## src/form_query_splitter_decoder_macros.svh

```systemverilog
// Assertion macros shared by the form query decoder RTL.
`ifndef FORM_QUERY_SPLITTER_DECODER_MACROS_SVH
`define FORM_QUERY_SPLITTER_DECODER_MACROS_SVH
`ifndef SYNTHESIS
// Same-cycle implication, checked on every rising edge out of reset.
`define FQSD_ASSERT_NOW(label, ante, cons, msg) \
    label: assert property (@(posedge aclk) disable iff (!aresetn) (ante) |-> (cons)) \
        else $error(msg);
// Next-cycle implication, checked on every rising edge out of reset.
`define FQSD_ASSERT_NEXT(label, ante, cons, msg) \
    label: assert property (@(posedge aclk) disable iff (!aresetn) (ante) |=> (cons)) \
        else $error(msg);
`else
`define FQSD_ASSERT_NOW(label, ante, cons, msg)
`define FQSD_ASSERT_NEXT(label, ante, cons, msg)
`endif
`endif

```

## src/fqsd_pkg.sv

```systemverilog
// Types, character codes and hex helpers for the form query decoder.
package fqsd_pkg;

    localparam logic [7:0] CH_EQ   = 8'h3D;
    localparam logic [7:0] CH_AMP  = 8'h26;
    localparam logic [7:0] CH_PCT  = 8'h25;
    localparam logic [7:0] CH_PLUS = 8'h2B;
    localparam logic [7:0] CH_SPC  = 8'h20;
    localparam logic [3:0] HEX_TEN = 4'hA;

    localparam logic [1:0] KIND_NAME  = 2'd0;
    localparam logic [1:0] KIND_VALUE = 2'd1;
    localparam logic [1:0] KIND_END   = 2'd2;

    localparam int unsigned MAX_RESULTS = 3;

    typedef struct packed {
        logic [1:0] kind;
        logic [7:0] data;
        logic       value_present;
        logic       query_done;
    } fqsd_res_t;

    function automatic logic is_hex(input logic [7:0] c);
        return (c >= 8'h30 && c <= 8'h39) || (c >= 8'h41 && c <= 8'h46) ||
               (c >= 8'h61 && c <= 8'h66);
    endfunction

    function automatic logic [3:0] hex_val(input logic [7:0] c);
        logic [3:0] v;
        begin
            v = 4'd0;
            if (c >= 8'h30 && c <= 8'h39) begin
                v = c[3:0];
            end else if ((c >= 8'h41 && c <= 8'h46) || (c >= 8'h61 && c <= 8'h66)) begin
                v = HEX_TEN + (c[3:0] - 4'd1);
            end
            return v;
        end
    endfunction

endpackage

```

## src/form_query_splitter_decoder.sv

```systemverilog
// The first result of an accepted transaction appears in the cycle after acceptance.
// One input transaction per cycle while each yields at most one result and m_ready is high;
// a transaction yielding k results (up to three, on a broken escape) holds the
// three-entry result buffer until all k have left; input is taken again as its last result leaves.
// Reset (aresetn low, synchronous) returns to the name part with no escape pending
// and an empty result buffer.
`include "form_query_splitter_decoder_macros.svh"

module form_query_splitter_decoder (
    input  logic       aclk,
    input  logic       aresetn,
    input  logic       s_valid,
    output logic       s_ready,
    input  logic [7:0] s_char_in,
    input  logic       s_end_of_query,
    output logic       m_valid,
    input  logic       m_ready,
    output logic [1:0] m_kind,
    output logic [7:0] m_data_byte,
    output logic       m_value_present,
    output logic       m_query_done,
    output logic       m_last
);
    import fqsd_pkg::*;

    localparam logic [1:0] ESC_NONE  = 2'd0;
    localparam logic [1:0] ESC_PCT   = 2'd1;
    localparam logic [1:0] ESC_DIGIT = 2'd2;

    logic       in_value_reg, in_value_next;
    logic [1:0] esc_reg, esc_next;
    logic [7:0] held_reg, held_next;

    fqsd_res_t  res_reg [MAX_RESULTS];
    fqsd_res_t  res_next [MAX_RESULTS];
    logic [1:0] cnt_next;
    logic [1:0] rem_reg;
    logic [1:0] idx_reg;

    logic       s_fire, m_fire;
    logic       c_hex, flush, do_plain;
    logic [1:0] byte_kind;
    fqsd_res_t  cur;

    assign m_valid = (rem_reg != 2'd0);
    assign m_fire  = m_valid && m_ready;
    // Input is taken when the buffer is empty or its final result leaves this cycle.
    assign s_ready = (rem_reg == 2'd0) || (rem_reg == 2'd1 && m_ready);
    assign s_fire  = s_valid && s_ready;

    assign cur             = res_reg[idx_reg];
    assign m_kind          = cur.kind;
    assign m_data_byte     = cur.data;
    assign m_value_present = cur.value_present;
    assign m_query_done    = cur.query_done;
    assign m_last          = (rem_reg == 2'd1);

    always_comb begin
        res_next[0]   = '0;
        res_next[1]   = '0;
        res_next[2]   = '0;
        cnt_next      = 2'd0;
        in_value_next = in_value_reg;
        esc_next      = esc_reg;
        held_next     = held_reg;
        do_plain      = 1'b0;
        c_hex         = is_hex(s_char_in);
        flush         = s_end_of_query || (esc_reg != ESC_NONE && !c_hex);
        byte_kind     = in_value_reg ? KIND_VALUE : KIND_NAME;

        // A broken or cut escape releases its held bytes literally, first.
        if (flush) begin
            if (esc_reg != ESC_NONE) begin
                res_next[cnt_next] = '{byte_kind, CH_PCT, 1'b0, 1'b0};
                cnt_next = cnt_next + 2'd1;
            end
            if (esc_reg == ESC_DIGIT) begin
                res_next[cnt_next] = '{byte_kind, held_reg, 1'b0, 1'b0};
                cnt_next = cnt_next + 2'd1;
            end
            esc_next  = ESC_NONE;
            held_next = 8'h00;
        end

        priority if (s_end_of_query) begin
            res_next[cnt_next] = '{KIND_END, 8'h00, in_value_reg, 1'b1};
            cnt_next      = cnt_next + 2'd1;
            in_value_next = 1'b0;
        end else if (esc_reg == ESC_PCT && c_hex) begin
            held_next = s_char_in;
            esc_next  = ESC_DIGIT;
        end else if (esc_reg == ESC_DIGIT && c_hex) begin
            res_next[cnt_next] = '{byte_kind, {hex_val(held_reg), hex_val(s_char_in)},
                                   1'b0, 1'b0};
            cnt_next  = cnt_next + 2'd1;
            esc_next  = ESC_NONE;
            held_next = 8'h00;
        end else begin
            do_plain = 1'b1;
        end

        if (do_plain) begin
            priority if (s_char_in == CH_EQ && !in_value_reg) begin
                in_value_next = 1'b1;
            end else if (s_char_in == CH_AMP) begin
                res_next[cnt_next] = '{KIND_END, 8'h00, in_value_reg, 1'b0};
                cnt_next      = cnt_next + 2'd1;
                in_value_next = 1'b0;
            end else if (s_char_in == CH_PCT) begin
                esc_next = ESC_PCT;
            end else if (s_char_in == CH_PLUS) begin
                res_next[cnt_next] = '{byte_kind, CH_SPC, 1'b0, 1'b0};
                cnt_next = cnt_next + 2'd1;
            end else begin
                res_next[cnt_next] = '{byte_kind, s_char_in, 1'b0, 1'b0};
                cnt_next = cnt_next + 2'd1;
            end
        end
    end

    always_ff @(posedge aclk) begin
        if (!aresetn) begin
            in_value_reg <= 1'b0;
            esc_reg      <= ESC_NONE;
            held_reg     <= 8'h00;
            rem_reg      <= 2'd0;
            idx_reg      <= 2'd0;
        end else begin
            if (s_fire) begin
                in_value_reg <= in_value_next;
                esc_reg      <= esc_next;
                held_reg     <= held_next;
                rem_reg      <= cnt_next;
                idx_reg      <= 2'd0;
            end else if (m_fire) begin
                rem_reg <= rem_reg - 2'd1;
                idx_reg <= idx_reg + 2'd1;
            end
        end
    end

    always_ff @(posedge aclk) begin
        if (s_fire) begin
            res_reg[0] <= res_next[0];
            res_reg[1] <= res_next[1];
            res_reg[2] <= res_next[2];
        end
    end

    `FQSD_ASSERT_NOW(a_end_is_last, m_valid && m_kind == KIND_END, m_last, "end marker not last")
    `FQSD_ASSERT_NOW(a_done_on_end, m_valid && m_query_done, m_kind == KIND_END, "stray done")
    `FQSD_ASSERT_NOW(a_end_zero_data, m_valid && m_kind == KIND_END, m_data_byte == 8'h00, "end data")
    `FQSD_ASSERT_NEXT(a_query_end_resets, s_fire && s_end_of_query, !in_value_reg && esc_reg == ESC_NONE, "state kept")
    `FQSD_ASSERT_NEXT(a_end_gives_result, s_fire && s_end_of_query, m_valid && m_query_done == (rem_reg == 2'd1 ? 1'b1 : m_query_done), "no end result")

endmodule
```

## config.mk

```make
export PLATFORM = sky130hd
export DESIGN_NAME = form_query_splitter_decoder
export DESIGN_NICKNAME = d
export VERILOG_FILES = /design/src/fqsd_pkg.sv /design/src/form_query_splitter_decoder.sv
export VERILOG_INCLUDE_DIRS = /design/src /design/src/src
export SDC_FILE = /design/constraint.sdc
export NUM_CORES = 1
export LEC_CHECK = 0
export BUFFER_PORTS_ARGS = -buffer_cell sky130_fd_sc_hd__buf_2
export CORE_ASPECT_RATIO = 2
export CORE_MARGIN = 10
export CORE_UTILIZATION = 40
export CTS_CLUSTER_DIAMETER = 60
export DETAILED_ROUTE_END_ITERATION = 8
export PLACE_DENSITY = 0.57
export SKIP_CTS_REPAIR_TIMING = 1
export SLEW_MARGIN = 10
export SYNTH_ARGS = -nofsm -noshare
export SYNTH_HDL_FRONTEND = slang
export SYNTH_SLANG_ARGS = --single-unit
```

## constraint.sdc

```tcl
create_clock -name aclk -period 2.81 [get_ports aclk]
set_input_delay 0.281 -clock aclk [delete_from_list [all_inputs] [get_ports aclk]]
set_output_delay 0.281 -clock aclk [all_outputs]
set_load 0.005 [all_outputs]
```

# ---- Word level (Yosys, flattened, before mapping)
# Memories as Yosys holds them, arrays and structs flattened. A register that Yosys moved wholly into a read port is not among the register bits.
# Cells that the tools add are included.
dict set report totals {
  regBits 15
  ramBits 36
  in_bits 13
  output_inout_bits 15
  word_cells 144
  memories 1
}
# memory words width read_ports rd_clocked_by_memory_dff wr line_no
set mem_list {}
lappend mem_list {res_reg 3 12 1 1 3 form_query_splitter_decoder.sv:34} ;# fqsd_res_t res_reg [MAX_RESULTS];
dict set report classes {
  n_addsub 9
  n_lt_le_gt_ge 18
  n_eq_ne 7
  n_mux 71
  n_bitwise 4
  n_reduce_logical 29
}
# operator n
set op_table {}
lappend op_table {{two-way mux 36 bit} 10}
lappend op_table {{bitwise mux 36 bit} 6}
lappend op_table {{demux 12 bit (select 2 bit)} 3}
lappend op_table {{two-way mux 12 bit} 4}
lappend op_table {{two-way mux 2 bit} 22}
lappend op_table {{two-way mux 4 bit} 10}
lappend op_table {{== test 8 x 6 -> 1 bit (second input constant)} 4}
lappend op_table {{>= comparator 8 x 7 -> 1 bit (second input constant)} 4}
lappend op_table {{<= comparator 8 x 7 -> 1 bit (second input constant)} 4}
lappend op_table {{two-way mux 8 bit} 4}
lappend op_table {{>= comparator 8 x 6 -> 1 bit (second input constant)} 2}
lappend op_table {{<= comparator 8 x 6 -> 1 bit (second input constant)} 2}
lappend op_table {{logical AND 1 bit} 16}
lappend op_table {{two-way mux 1 bit} 11}
lappend op_table {{two-way mux 11 bit} 1}
lappend op_table {{>= comparator 3 bit (second input constant)} 3}
lappend op_table {{less-than comparator 3 x 1 -> 1 bit (second input constant)} 3}
lappend op_table {{inverter 2 -> 3 bit} 3}
lappend op_table {{adder 2 x 1 -> 2 bit (second input constant)} 4}
lappend op_table {{adder 4 bit (first input constant)} 2}
lappend op_table {{subtractor 4 x 1 -> 4 bit (second input constant)} 2}
lappend op_table {{logical OR 1 bit} 6}
lappend op_table {{nonzero test 2 bit} 3}
lappend op_table {{== test 2 x 1 -> 1 bit (second input constant)} 2}
lappend op_table {{6 further kinds} 7}

# ---- Depth between registers and ports, before layout
dict set report depth {
  word_depth 26
  mapped_depth 14
  ltp_nobuf 13
}

# ---- Least setup slack after synthesis
# Ideal clock, no wire load.
dict set report synth_timing {
  kind {in2reg}
  start {in s_char_in[0]}
  end {mem res_reg[2][8] in the netlist's numbering (data pin)}
  setup_time_ps 256
  t_arrival_ps 2712
  t_required_ps 2554
  path_slack_ps -158
  cell_stages 14
  n_path_buf 1
  path_cell_list {inv_1 > ha_1 > o21bai_1 > a21oi_1 > buf_2 > o21ai_2 > nand2_1 > ha_1 > inv_1 > a21o_1 > inv_2 > ha_1 > and3_1 > a22o_1}
}
# element line_no
set synth_lines {}
lappend synth_lines {{from (decl)} form_query_splitter_decoder.sv:14} ;# input logic [7:0] s_char_in,
lappend synth_lines {{to (decl)} form_query_splitter_decoder.sv:34}

==> results by stage <==
STA:
- Of the available clock period, the critical path in the final layout requires 0.936.
- The maximum clock skew at final layout is ~12 ps.
- Setup violations remaining at the end of the flow were counted as 0.
- The slew at the pin closest to its max-slew limit is 861 ps.
- The final total negative setup slack is 0 ps.
- The maximum clock frequency is 380 MHz.
- The routed design could run at a clock period as short as around 2600 ps.
- Setup repair after global routing left no endpoint under its margin.
- On the final layout, the worst hold slack is 292 ps.
- The post-layout worst setup margin is 181 ps.
- The number of failing hold endpoints at the final stage is 0.
- The worst pin sits at a relative slew slack of 0.421.
- The number of max-slew violations in the final report came to 0.

GRT:
- The met3 track demand over resource in global routing is 0.0198.
- The global-route wire length before repair is 16.1 mm.
- Across every metal layer, demand over resource in global routing totals 0.153.
- Entering global routing, the biggest net connects 37 pins.
- The number of global-route vias before repair is ~3,000.
- The met1 usage in global routing is 0.158.
- Summed over all layers, the global routing overflow is 0.
- The initial antenna violation count came to 0.
- In this run the most used layer during global routing was met2.
- The global routing usage on met2 is 0.280.

Drt:
- The first detailed-routing pass ran for 4 iterations.
- The total detailed-routing wirelength is 10.0 mm.
- The post-route DRC violation count is 0.
- The detailed router placed between 3,000 and 4,000 vias in this run.
- The average detailed-routed wire length per instance is approximately 19 um.
- The final antenna-violating net count is 0.
- The count of routing violations after the opening detailed-route iteration is 215.
- The ratio of routed vias to standard cells is 5.85.

Floorplanning:
- The core region is 8590 um2.
- The die covers 13,100 um2.
- The number of placement rows is 48.
- Measured along the y axis, the die boundary spans roughly 150 um.
- The initial core utilization is 0.405.
- The top-level port count is 28.
- The horizontal die dimension is between 80 and 90 um.

Clock tree:
- In this run, CTS created clock tree buffers numbering 5.
- The insertion delay to the later sink of the worst-skew pair is 290 ps.
- The clock tree synthesis step divided the H-tree into 2 levels.
- The clock net in this run drives a total of 53 sinks.
- The clock-pin slew of the registers on the worst-case setup and hold paths is about 70 ps.
- The cell sitting at the root of the clock tree is a sky130_fd_sc_hd__clkbuf_16.
- The buffer depth of the longest clock path is 2.
- TritonCTS built the clock tree.

Setup path:
- The data arrival time of the worst path is 2670 ps.
- At the worst endpoint, the required time is 2850 ps.
- By startpoint and endpoint, the worst setup path is classified as input pin to flip-flop.
- STA classifies the critical path startpoint as an input pin.
- The highest fanout seen on the critical path is 5.
- STA classifies the critical path endpoint as a flip-flop.

Cells and area:
- For this run, the share of the core covered by cells in the final layout is 0.488.
- Compared with the post-synthesis result, the final layout area differs by 20.4%.
- Counting the fill cells in the layout gives 852.
- The number of flip-flops under the largest register name is 36.
- The ratio of cells with drive above 1 in the final layout is 0.244.
- The number of antenna diodes in the final layout is 0.
- The number of nets in the final layout is 446.

Logic synthesis:
- The number of warning messages in the yosys log is 0.
- The net count after synthesis is 382.
- The mean cell area of the mapped netlist is 9.86 um2.
- Summing every instance area after synthesis gives roughly 3500 um2.
- The number of synthesized flops with an enable pin is 36.
- The share of synthesized flip-flops with an asynchronous set or reset is 0.
- The number of cells produced by synthesis is roughly 350.
- The flip-flop and latch count after synthesis is between 50 and 60.
- Yosys mapped the design onto 66 distinct sky130hd cell types.
- The share of the yosys chip area belonging to registers is 0.408.
- The top flip-flop cell by instance count after synthesis is sky130_fd_sc_hd__edfxtp_1.

Power and ir drop:
- Summing internal, switching and leakage power gives 2.29 mW.
- Of the total power, the clock network draws 0.259.
- Across the VDD grid, the largest voltage drop is 226 uV.
- Summed over all nets, the switching power comes to 675 uW.
- The cell-internal power is approximately 1.6 mW.
- The combinational cell fraction of total power is 0.258.
- In this run the static leakage power is about 1.6 nW.
- The share of total power dissipated in sequential elements is 0.482.
- Of the total power, the share spent switching nets is 0.295.
- Dividing total power by cell area gives a power density of 546 nW/um2.

Placement:
- The number of buffer cells added on primary ports is 27.
- The HPWL reported at the end of detailed placement is 8.12 mm.
- The final weighted congestion of routability-driven global placement is 0.930.
- The worst slack after detailed placement is -113 ps.

Job:
- The tool flagged a number of max-cap violations equal to 0.

Outcome:
- The flow ran to the end, and the final reports show no timing, DRC or antenna violations.

Worst hold path:
- The tightest min-delay check is of the input pin to flip-flop type.
-- cell type report --
class | instances | area, um2 | area share
Multi-Input combinational cell | 265 | 1950 | 0.465
Timing Repair Buffer | 72 | 473 | 0.113
Clock inverter | 2 | 15.0 | 0.00358
Sequential cell | 53 | 1420 | 0.339
Inverter | 20 | 78.8 | 0.0188
Clock buffer | 6 | 129 | 0.0308
Tap cell | 100 | 125 | 0.0299
-- cell usage after synthesis (5+ instances only) --
library cell                count  share of area
sky130_fd_sc_hd__nand2_1       36          0.039
sky130_fd_sc_hd__a21oi_1       15          0.022
sky130_fd_sc_hd__clkbuf_1       9         0.0097
sky130_fd_sc_hd__dfxtp_1       17          0.098
sky130_fd_sc_hd__ha_1          16          0.058
sky130_fd_sc_hd__and3_1         5         0.0090
sky130_fd_sc_hd__a22oi_1        7          0.015
sky130_fd_sc_hd__inv_1         19          0.020
sky130_fd_sc_hd__nor2_1        17          0.018
sky130_fd_sc_hd__edfxtp_1      36           0.31
sky130_fd_sc_hd__a21o_1         7          0.015
sky130_fd_sc_hd__a31oi_1        5         0.0090
sky130_fd_sc_hd__nand3_1        9          0.013
sky130_fd_sc_hd__o2bb2ai_1      9          0.023
sky130_fd_sc_hd__mux2i_1       13          0.037
sky130_fd_sc_hd__o22ai_1        7          0.013
sky130_fd_sc_hd__and2_1         8          0.014
sky130_fd_sc_hd__a22o_1        11          0.028
sky130_fd_sc_hd__nor2b_1        6          0.011
sky130_fd_sc_hd__o21ai_0       17          0.024
-- worst paths after layout --
path,slack [ps],end,depth (start not counted),from
setup reg to reg,400,res_reg[2][9],9,esc_reg[1]
setup / recovery,180,res_reg[2][9],12,s_char_in[3]
hold / removal,290,in_value_reg,2,aresetn
hold reg to reg,520,held_reg[7],1,held_reg[7]
-- cell usage in the layout, fill, tap and decap left out, types with 4 or more instances in the layout --
| cell type | synthesis | final |
|---|---|---|
| sky130_fd_sc_hd__nor2b_1 | 6 | 6 |
| sky130_fd_sc_hd__nand3_1 | 9 | 9 |
| sky130_fd_sc_hd__and2_1 | 8 | 8 |
| sky130_fd_sc_hd__a22o_1 | 11 | 11 |
| sky130_fd_sc_hd__o21ai_0 | 17 | 17 |
| sky130_fd_sc_hd__or3_1 | 4 | 4 |
| sky130_fd_sc_hd__a2bb2oi_1 | 4 | 4 |
| sky130_fd_sc_hd__a21oi_1 | 15 | 14 |
| sky130_fd_sc_hd__nand2b_1 | 4 | 4 |
| sky130_fd_sc_hd__edfxtp_1 | 36 | 36 |
| sky130_fd_sc_hd__o22ai_1 | 7 | 7 |
| sky130_fd_sc_hd__buf_4 | 0 | 45 |
| sky130_fd_sc_hd__nand2_1 | 36 | 34 |
| sky130_fd_sc_hd__nor3_1 | 4 | 4 |
| sky130_fd_sc_hd__a22oi_1 | 7 | 7 |
| sky130_fd_sc_hd__inv_1 | 19 | 18 |
| sky130_fd_sc_hd__nor2_1 | 17 | 17 |
| sky130_fd_sc_hd__dfxtp_1 | 17 | 17 |
| sky130_fd_sc_hd__buf_2 | 4 | 27 |
| sky130_fd_sc_hd__and3_1 | 5 | 5 |
| sky130_fd_sc_hd__mux2i_1 | 13 | 13 |
| sky130_fd_sc_hd__ha_1 | 16 | 16 |
| sky130_fd_sc_hd__a21o_1 | 7 | 7 |
| sky130_fd_sc_hd__o2bb2ai_1 | 9 | 9 |
| sky130_fd_sc_hd__clkbuf_16 | 0 | 5 |
| sky130_fd_sc_hd__a31oi_1 | 5 | 5 |
-- stage by stage --
| stage | cells | area [um2] |
|---|---|---|
| after floorplan | 353 | 3510 |
| after global placement | 510 | 4050 |
| after detailed placement | 510 | 4050 |
| after CTS | 518 | 4190 |
| after global routing | 518 | 4190 |
| final | 518 | 4190 |
-- cell families after synthesis --
logic type | Yosys count | synth area share
AO/OA/AOI/OAI | 118 | 0.256
AND/OR/NAND/NOR | 113 | 0.185
flip-flops | 53 | 0.408
buffers and inverters | 35 | 0.0392
adder cells (fa/ha/maj) | 16 | 0.0575
multiplexers | 14 | 0.0439
XOR/XNOR | 4 | 0.0101
-- metal layers --
| metal | share of wire | vias up |
|---|---|---|
| met5 | 0 | - |
| met4 | 0.047 | 0 |
| met3 | 0.033 | 29 |
| met2 | 0.55 | 87 |
| met1 | 0.37 | 1441 |
| li1 | - | 1475 |
-- worst max-delay path, stage by stage --
cell and delay, ps:
sky130_fd_sc_hd__buf_2 110, sky130_fd_sc_hd__or4b_4 570, sky130_fd_sc_hd__nor3_4 260, sky130_fd_sc_hd__o21ai_4 110, sky130_fd_sc_hd__nand2_2 90, sky130_fd_sc_hd__ha_1 230
sky130_fd_sc_hd__inv_1 80, sky130_fd_sc_hd__a21o_1 170, sky130_fd_sc_hd__inv_2 40, sky130_fd_sc_hd__ha_1 260, sky130_fd_sc_hd__and3_1 220, sky130_fd_sc_hd__a22o_1 240
-- power by group through the flow --
stage / registers (mW) / clock network [mW] / logic [mW]
final: 1.10 / 0.593 / 0.591
after detailed placement: 1.12 / 0 / 0.601
after CTS: 1.11 / 0.607 / 0.602
after global routing: 1.12 / 0.637 / 0.669
after global placement: 1.12 / 0 / 0.595
after floorplan: 1.09 / 0 / 0.388
No activity file was read; power rests on OpenSTA's default activity.
